**src/hdl/sle_pkg.sv**
```systemverilog
package sle_pkg;

   // geometry
   localparam int MaxLine = 32;
   localparam int AddrW   = $clog2(MaxLine);
   localparam int LimitW  = 6;
   localparam int CsrAddrW = 3;

   // register map
   localparam logic [CsrAddrW-1:0] CSR_LINE_LIMIT = 3'd0;
   localparam logic [LimitW-1:0]   LIMIT_RESET    = 6'd32;
   localparam logic [LimitW-1:0]   LIMIT_MIN      = 6'd2;
   localparam logic [LimitW-1:0]   LIMIT_MAX      = 6'(MaxLine);

   // result kinds
   localparam logic [1:0] KIND_ECHO = 2'd0;
   localparam logic [1:0] KIND_DATA = 2'd1;
   localparam logic [1:0] KIND_END  = 2'd2;

   // character codes
   localparam logic [7:0] CH_CTRL_C = 8'd3;
   localparam logic [7:0] CH_BS     = 8'd8;
   localparam logic [7:0] CH_LF     = 8'd10;
   localparam logic [7:0] CH_CR     = 8'd13;
   localparam logic [7:0] CH_SPACE  = 8'd32;
   localparam logic [7:0] CH_CARET  = 8'd94;
   localparam logic [7:0] CH_UPPER_C = 8'd67;
   localparam logic [7:0] CH_DEL    = 8'd127;

   // echo sequences
   typedef enum logic [1:0] {
      SEQ_CHAR    = 2'd0,
      SEQ_NEWLINE = 2'd1,
      SEQ_ERASE   = 2'd2,
      SEQ_CTRL_C  = 2'd3
   } seq_type;

   // index of the final echo beat of a sequence
   function automatic logic [1:0] seq_last_idx(input seq_type seq);
      logic [1:0] r;
      case (seq)
         SEQ_CHAR:    r = 2'd0;
         SEQ_NEWLINE: r = 2'd1;
         SEQ_ERASE:   r = 2'd2;
         SEQ_CTRL_C:  r = 2'd3;
         default:     r = 2'd0;
      endcase
      return r;
   endfunction

   // echo byte at a position of a sequence
   function automatic logic [7:0] seq_byte(input seq_type seq, input logic [1:0] idx,
                                           input logic [7:0] ch);
      logic [7:0] r;
      r = ch;
      case (seq)
         SEQ_CHAR:    r = ch;
         SEQ_NEWLINE: r = (idx == 2'd0) ? CH_CR : CH_LF;
         SEQ_ERASE:   r = (idx == 2'd1) ? CH_SPACE : CH_BS;
         SEQ_CTRL_C: begin
            case (idx)
               2'd0:    r = CH_CARET;
               2'd1:    r = CH_UPPER_C;
               2'd2:    r = CH_CR;
               default: r = CH_LF;
            endcase
         end
         default:     r = ch;
      endcase
      return r;
   endfunction

   // sequencer states
   typedef enum logic [4:0] {
      ST_IDLE = 5'b00001,
      ST_ECHO = 5'b00010,
      ST_READ = 5'b00100,
      ST_DATA = 5'b01000,
      ST_END  = 5'b10000
   } state_type;

endpackage

```
**src/hdl/serial_line_editor_top.sv**
```systemverilog
// channel   direction  ports                                              beat
// req       in         req_valid req_stall req_rx_byte                    one received byte
// rsp       out        rsp_valid rsp_stall rsp_out_kind rsp_out_byte      one echo, data or end
//                      rsp_line_length rsp_last
// csr       in/out     psel penable pwrite pready paddr pwdata prdata     line_limit at 0
//
// one byte at a time: a new byte is taken only in idle, while the output register may still wait
// each echo beat and the end marker are loaded into the output register from the sequencer, each
// line data byte is first read from the line memory (ST_READ), then loaded into the output register
// synchronous active-high reset clears the sequencer state, fill and output valid and sets the limit to 32;
// the line memory is not reset; rsp_stall holds the output register and the sequencer waits on it
module serial_line_editor_top (
   input  logic                            clock,
   input  logic                            reset,
   input  logic                            req_valid,
   output logic                            req_stall,
   input  logic [7:0]                      req_rx_byte,
   output logic                            rsp_valid,
   input  logic                            rsp_stall,
   output logic [1:0]                      rsp_out_kind,
   output logic [7:0]                      rsp_out_byte,
   output logic [4:0]                      rsp_line_length,
   output logic                            rsp_last,
   input  logic                            psel,
   input  logic                            penable,
   input  logic                            pwrite,
   input  logic [sle_pkg::CsrAddrW-1:0]    paddr,
   input  logic [31:0]                     pwdata,
   output logic [31:0]                     prdata,
   output logic                            pready
);

   sle_pkg::state_type state_ff, state_in;
   sle_pkg::seq_type   seq_ff, seq_in;

   logic [sle_pkg::LimitW-1:0] limit_ff, limit_in;
   logic [sle_pkg::AddrW-1:0]  fill_ff, fill_in;
   logic [sle_pkg::AddrW-1:0]  len_ff, len_in;
   logic [sle_pkg::AddrW-1:0]  rd_idx_ff, rd_idx_in;
   logic [1:0]                 echo_idx_ff, echo_idx_in;
   logic [7:0]                 char_ff, char_in;
   logic                       finish_ff, finish_in;

   logic                       rsp_valid_ff, rsp_valid_in;
   logic [1:0]                 rsp_kind_ff, rsp_kind_in;
   logic [7:0]                 rsp_byte_ff, rsp_byte_in;
   logic [4:0]                 rsp_len_ff, rsp_len_in;
   logic                       rsp_last_ff, rsp_last_in;

   logic [7:0] line_mem [sle_pkg::MaxLine];
   logic [7:0] rd_data_ff;

   logic                       accept;
   logic                       out_free;
   logic                       load;
   logic                       mem_wr;
   logic                       csr_wr;
   logic                       is_newline, is_erase, is_ctrl_c, is_print;
   logic [sle_pkg::LimitW-1:0] lim_eff;
   logic [sle_pkg::LimitW-1:0] new_fill;

   // configuration port
   assign pready = 1'b1;
   assign csr_wr = psel && penable && pwrite && pready && (paddr == sle_pkg::CSR_LINE_LIMIT);
   assign limit_in = csr_wr ? pwdata[sle_pkg::LimitW-1:0] : limit_ff;

   always_comb begin
      prdata = '0;
      if (paddr == sle_pkg::CSR_LINE_LIMIT) begin
         prdata = {{(32 - sle_pkg::LimitW){1'b0}}, limit_ff};
      end
   end

   // byte classes and limit clamp
   assign is_newline = (req_rx_byte == sle_pkg::CH_CR) || (req_rx_byte == sle_pkg::CH_LF);
   assign is_erase   = (req_rx_byte == sle_pkg::CH_BS) || (req_rx_byte == sle_pkg::CH_DEL);
   assign is_ctrl_c  = (req_rx_byte == sle_pkg::CH_CTRL_C);
   assign is_print   = (req_rx_byte >= sle_pkg::CH_SPACE) && (req_rx_byte < sle_pkg::CH_DEL);

   always_comb begin
      if (limit_ff < sle_pkg::LIMIT_MIN) begin
         lim_eff = sle_pkg::LIMIT_MIN;
      end else if (limit_ff > sle_pkg::LIMIT_MAX) begin
         lim_eff = sle_pkg::LIMIT_MAX;
      end else begin
         lim_eff = limit_ff;
      end
   end

   assign new_fill = {1'b0, fill_ff} + 6'd1;

   // handshakes
   assign req_stall = (state_ff != sle_pkg::ST_IDLE);
   assign accept    = req_valid && !req_stall;
   assign out_free  = !rsp_valid_ff || !rsp_stall;
   assign mem_wr    = accept && is_print;

   // sequencer
   always_comb begin
      state_in    = state_ff;
      seq_in      = seq_ff;
      fill_in     = fill_ff;
      len_in      = len_ff;
      rd_idx_in   = rd_idx_ff;
      echo_idx_in = echo_idx_ff;
      char_in     = char_ff;
      finish_in   = finish_ff;
      load        = 1'b0;
      rsp_kind_in = rsp_kind_ff;
      rsp_byte_in = rsp_byte_ff;
      rsp_len_in  = rsp_len_ff;
      rsp_last_in = rsp_last_ff;
      unique case (state_ff)
         sle_pkg::ST_IDLE: begin
            echo_idx_in = 2'd0;
            rd_idx_in   = '0;
            char_in     = req_rx_byte;
            if (accept) begin
               if (is_newline) begin
                  seq_in    = sle_pkg::SEQ_NEWLINE;
                  finish_in = 1'b1;
                  len_in    = fill_ff;
                  fill_in   = '0;
                  state_in  = sle_pkg::ST_ECHO;
               end else if (is_erase) begin
                  if (fill_ff != '0) begin
                     seq_in    = sle_pkg::SEQ_ERASE;
                     finish_in = 1'b0;
                     fill_in   = fill_ff - 1'b1;
                     state_in  = sle_pkg::ST_ECHO;
                  end
               end else if (is_ctrl_c) begin
                  seq_in    = sle_pkg::SEQ_CTRL_C;
                  finish_in = 1'b1;
                  len_in    = '0;
                  fill_in   = '0;
                  state_in  = sle_pkg::ST_ECHO;
               end else if (is_print) begin
                  seq_in   = sle_pkg::SEQ_CHAR;
                  state_in = sle_pkg::ST_ECHO;
                  if (new_fill >= lim_eff - 6'd1) begin
                     finish_in = 1'b1;
                     len_in    = new_fill[sle_pkg::AddrW-1:0];
                     fill_in   = '0;
                  end else begin
                     finish_in = 1'b0;
                     fill_in   = new_fill[sle_pkg::AddrW-1:0];
                  end
               end
            end
         end
         sle_pkg::ST_ECHO: begin
            if (out_free) begin
               load        = 1'b1;
               rsp_kind_in = sle_pkg::KIND_ECHO;
               rsp_byte_in = sle_pkg::seq_byte(seq_ff, echo_idx_ff, char_ff);
               rsp_len_in  = '0;
               rsp_last_in = 1'b0;
               echo_idx_in = echo_idx_ff + 2'd1;
               if (echo_idx_ff == sle_pkg::seq_last_idx(seq_ff)) begin
                  if (!finish_ff) begin
                     rsp_last_in = 1'b1;
                     state_in    = sle_pkg::ST_IDLE;
                  end else if (len_ff == '0) begin
                     state_in = sle_pkg::ST_END;
                  end else begin
                     state_in = sle_pkg::ST_READ;
                  end
               end
            end
         end
         sle_pkg::ST_READ: begin
            state_in = sle_pkg::ST_DATA;
         end
         sle_pkg::ST_DATA: begin
            if (out_free) begin
               load        = 1'b1;
               rsp_kind_in = sle_pkg::KIND_DATA;
               rsp_byte_in = rd_data_ff;
               rsp_len_in  = '0;
               rsp_last_in = 1'b0;
               rd_idx_in   = rd_idx_ff + 1'b1;
               state_in    = (rd_idx_ff == len_ff - 1'b1) ? sle_pkg::ST_END : sle_pkg::ST_READ;
            end
         end
         sle_pkg::ST_END: begin
            if (out_free) begin
               load        = 1'b1;
               rsp_kind_in = sle_pkg::KIND_END;
               rsp_byte_in = '0;
               rsp_len_in  = len_ff;
               rsp_last_in = 1'b1;
               state_in    = sle_pkg::ST_IDLE;
            end
         end
         default: begin
            state_in = sle_pkg::ST_IDLE;
         end
      endcase
   end

   assign rsp_valid_in = load || (rsp_valid_ff && rsp_stall);

   // control registers
   always_ff @(posedge clock) begin
      if (reset) begin
         state_ff     <= sle_pkg::ST_IDLE;
         fill_ff      <= '0;
         limit_ff     <= sle_pkg::LIMIT_RESET;
         rsp_valid_ff <= 1'b0;
      end else begin
         state_ff     <= state_in;
         fill_ff      <= fill_in;
         limit_ff     <= limit_in;
         rsp_valid_ff <= rsp_valid_in;
      end
   end

   // item and output payload registers
   always_ff @(posedge clock) begin
      seq_ff      <= seq_in;
      len_ff      <= len_in;
      rd_idx_ff   <= rd_idx_in;
      echo_idx_ff <= echo_idx_in;
      char_ff     <= char_in;
      finish_ff   <= finish_in;
      rsp_kind_ff <= rsp_kind_in;
      rsp_byte_ff <= rsp_byte_in;
      rsp_len_ff  <= rsp_len_in;
      rsp_last_ff <= rsp_last_in;
   end

   // line memory: write on a stored byte, registered read during readout
   always_ff @(posedge clock) begin
      if (mem_wr) begin
         line_mem[fill_ff] <= req_rx_byte;
      end
      if (state_ff == sle_pkg::ST_READ) begin
         rd_data_ff <= line_mem[rd_idx_ff];
      end
   end

   assign rsp_valid       = rsp_valid_ff;
   assign rsp_out_kind    = rsp_kind_ff;
   assign rsp_out_byte    = rsp_byte_ff;
   assign rsp_line_length = rsp_len_ff;
   assign rsp_last        = rsp_last_ff;

   // a resting line never holds a full buffer
   a_fill_rest: assert property (@(posedge clock) disable iff (reset)
      (state_ff == sle_pkg::ST_IDLE) |-> (fill_ff != 5'd31))
      else $error("fill at rest reached the buffer end");

   // readout index stays inside the line being emitted
   a_rd_range: assert property (@(posedge clock) disable iff (reset)
      ((state_ff == sle_pkg::ST_READ) || (state_ff == sle_pkg::ST_DATA)) |->
      (rd_idx_ff < len_ff))
      else $error("readout index beyond line length");

   // an end marker closes the byte's results
   a_end_last: assert property (@(posedge clock) disable iff (reset)
      (rsp_valid && (rsp_out_kind == sle_pkg::KIND_END)) |-> (rsp_last && (rsp_out_byte == 8'd0)))
      else $error("end marker without last or with nonzero byte");

   // a newline, ctrl-c or printable byte blocks the input on the next cycle
   a_busy: assert property (@(posedge clock) disable iff (reset)
      (accept && (is_newline || is_ctrl_c || is_print)) |=> req_stall)
      else $error("input taken again before results were issued");

endmodule
```
**config.mk**
```make
export PLATFORM = sky130hd
export DESIGN_NAME = serial_line_editor_top
export DESIGN_NICKNAME = d
export VERILOG_FILES = /design/src/hdl/sle_pkg.sv /design/src/hdl/serial_line_editor_top.sv
export SDC_FILE = /design/constraint.sdc
export NUM_CORES = 1
export LEC_CHECK = 0
export ABC_AREA = 1
export BUFFER_PORTS_ARGS = -buffer_cell sky130_fd_sc_hd__buf_2
export CAP_MARGIN = 20
export CORE_MARGIN = 2
export CORE_UTILIZATION = 54
export DETAILED_ROUTE_END_ITERATION = 8
export HOLD_SLACK_MARGIN = 0.1
export PLACE_DENSITY = 0.73
export SYNTH_ARGS = -nofsm -noshare
export SYNTH_HDL_FRONTEND = slang
export SYNTH_SLANG_ARGS = --single-unit
```
**constraint.sdc**
```tcl
create_clock -name clock -period 2.98 [get_ports clock]
set_clock_uncertainty 0.15 [all_clocks]
set_input_delay 0.447 -clock clock [delete_from_list [all_inputs] [get_ports clock]]
set_output_delay 0.447 -clock clock [all_outputs]
set_load 0.02 [all_outputs]
```
==> reports/results.ini <==
[status]
status = finished, final reports clean

[worst_setup_path]
startpoint_type = flop
cp.arrival_ns = 3.07
cp.required_ns = 3.09
cpMaxStageDelayCell = dfxtp_2
r2r-end = len_ff[2]
end_kind = flop
cp_max_fo = 5
crit_chain = inv_2 -> nand4_1 -> o21ai_2 -> nand2_1 -> o21ai_1 -> inv_1 -> ha_2 -> buf_6 -> xor2_2 -> ha_1 -> nand2_1 -> nor2_1 -> o21ai_1 -> nand2_1 -> nand2_1 -> nand2_2 -> inv_4 -> a211oi_2 -> buf_4
worst_r2r_path_depth = 19
max_stage_delay_ns = 0.33
cp_num_buf_inv = 5
timing.rr.start = limit_ff[1]
worstSetupPathType = flop to flop
cp_common_cell = nand2_1
crit_family = simple AND/OR/NAND/NOR gates
reg2reg_setup_slack_ns = 0.02

[routing]
antenna_left = 0
wirelength_mm = 33.0
firstDrtPassIters = 6
via_per_inst = 5.69
drt-initial-drc-count = 978
wl_per_cell_um = 19.6
num_vias = 9587
drc = 0

[min_path]
worst_hold_path.num_cells = 1
min_to = line_mem[20][4]
hp-class = primary input to flop
hold_start = req_rx_byte[4]

[sta]
hold_viol_final = 0
fin_crit_sh = 0.993
tightest_slew_ns = 0.628
setup_violations = 0
hold_slack_ns = 0.113
rsz0062_at_grt = yes
clock.fmax_ghz = 0.338
period_needed_ns = 2.96
maxSlewHeadroom = 0.581
fin_tns_setup_ns = 0
fin_ws_ns = 0.0220
report.final.slew_viol_count = 0

[clock_tree]
clock_sinks = 320
htreeDepth = 1
cts_tree = done
clock_path_buffers = 3
clock_latency_ns = 0.57
clk_pin_slew_ns = 0.06
numCtsBuffers = 31
clock-root-buffer = clkbuf_16

[power]
p_switching_mw = 4.30
power.leakage_nw = 5.91
clkPwrFrac = 0.298
switching_share = 0.336
p_int_mw = 8.49
p_per_area_mw_per_mm2 = 806
share_comb_of_total_power = 0.289
total_power_mw = 12.8
power.share.sequential = 0.413
ir_drop_uv = 561

[logic_synthesis]
ys_ff_latch = 320
synth_area_leader_cell = edfxtp_1
synth_top_family_by_area = simple AND/OR/NAND/NOR gates
synth-simple-area-share = 0.132
muxShareOfSynthArea = 0
async_flop_share = 0
synth_flop_cell = edfxtp_1
synth_top_area_frac = 0.654
synth_edf_count = 303
synth_xor_area_frac = 0.00819
synthCells = 1229
ys_seq_area_frac = 0.679
synth-adder-area-share = 0.0162
synth.avg_cell_area_um2 = 11.3
synth_compound_area_frac = 0.112
yosys_warnings = 0
synth_area_leaders = edfxtp_1, nor2_1, o21ai_0, nand2_1, o22ai_1
synth.distinct_cells = 42
syn_area_mm2 = 0.0139

[finish]
stdcell_count = 1684
nets = 1400
fin_util = 0.628
final_common_cell = edfxtp_1
stdcell_area_mm2 = 0.0159
area.growth.synth_to_final_pct = 14.0
nFillCells = 1959
layout-drive-gt1-share = 0.144
n_antenna_cell = 0
final_cell_mix = edfxtp_1, nor2_1, o21ai_0

[floorplan]
start_util = 0.551
die_y_um = 164
pin_count = 101
rows = 58
die_x_um = 164
dieArea_mm2 = 0.0271
coreArea_mm2 = 0.0253

[grt]
met2_usage = 0.419
grt.met1_usage = 0.330
grt_pass1_vias = 9210
grt-ovfl-total = 0
grt_antenna_before_repair = 0
grtUsageMet3 = 0.0367
grt_first_pass_wirelength_mm = 51.1
top_usage_layer = met2
grt_max_degree = 133
groute.usage.overall = 0.248

[placed_design]
numPortBuffers = 47
placed_area_mm2 = 0.0147
dpl_worst_slack_ns = -0.0422
dp.cells = 1611
place.gp.congestion = 0.884
hpwlAfterDp_mm = 20.6

[run]
drv_cap = 0

==> kinds of logic after synthesis <==
kind of cell	after synthesis
XOR/XNOR	13
buffers and inverters	150
flip-flops	320
other	2
adder cells (fa/ha/maj)	18
AO/OA/AOI/OAI	288
AND/OR/NAND/NOR	438
==> final cells by class <==
cell class                      instances  area, um^2  share of cell area
Timing Repair Buffer                  127         895              0.0564
Inverter                               67         255              0.0161
Tap cell                              330         413              0.0260
Multi-Input combinational cell        785        3870               0.244
Sequential cell                       320        9440               0.595
Clock inverter                         20         196              0.0124
Clock buffer                           35         791              0.0499
==> metal layers <==
metal	up-vias	wire [um]
li1	4489	-
met1	4543	12800
met2	466	16000
met3	89	2940
met4	0	1190
met5	-	0
==> worst max-delay path by stage <==
stage | from | end | slack, ns | depth (start not counted)
CTS | limit_ff[4] | len_ff[2] | 0.008 | 19
floorplan | limit_ff[4] | len_ff[0] | 0.08 | 19
finish | limit_ff[1] | len_ff[2] | 0.02 | 19
global route | limit_ff[1] | len_ff[1] | -0.22 | 19
global placement | limit_ff[3] | len_ff[0] | 0.03 | 20
detailed placement | limit_ff[4] | len_ff[4] | -0.04 | 20
==> cell usage after synthesis, types with 4 or more instances <==
master / n
buf_6: 4
buf_4: 31
edfxtp_1: 303
nand2_1: 127
xor2_1: 8
a21oi_1: 26
nor3_1: 5
nand2_2: 4
nor2_1: 242
nand4_1: 5
dfxtp_1: 17
nand2_4: 5
ha_1: 18
o22ai_1: 65
inv_2: 5
xnor2_1: 5
buf_2: 14
clkbuf_1: 31
o21ai_1: 6
o21ai_0: 179
nand3_1: 37
inv_1: 61
==> worst reg2reg max path, delay by kind of cell, from the launching register on <==
family / cells / cell delay (ns)
flops: 1 / 0.33
fa+ha+maj: 2 / 0.50
compound gates: 4 / 0.48
buf+inv: 5 / 0.48
xor+xnor: 1 / 0.17
simple gates: 7 / 0.58
==> registers in the layout, summed over array words and instances, names as in the netlist, 2 cells and up <==
signal,count
char_ff,8
rd_idx_ff,5
limit_ff,6
line_mem,256
rsp_out_byte,8
rsp_out_kind,2
len_ff,5
state_ff,5
echo_idx_ff,2
rsp_line_length,5
fill_ff,5
seq_ff,2
rd_data_ff,8
==> what timing repair did <==
action	CTS	global route
buffers inserted	0	6
endpoints found under the setup margin	5	10
resized for setup	3	12
hold buffers	12	0
endpoints found under the hold margin	26	0
pin swaps	0	8
==> power by group through the flow <==
stage               Sequential, mW  Combinational, mW  Clock, mW
finish                        5.28               3.69       3.82
global route                  5.29               4.07       4.03
CTS                           5.28               3.65       3.86
detailed placement            5.37               3.62          0
global placement              5.37               3.55          0
floorplan                     5.36               2.48          0
Power figures use the tool's default switching activity.
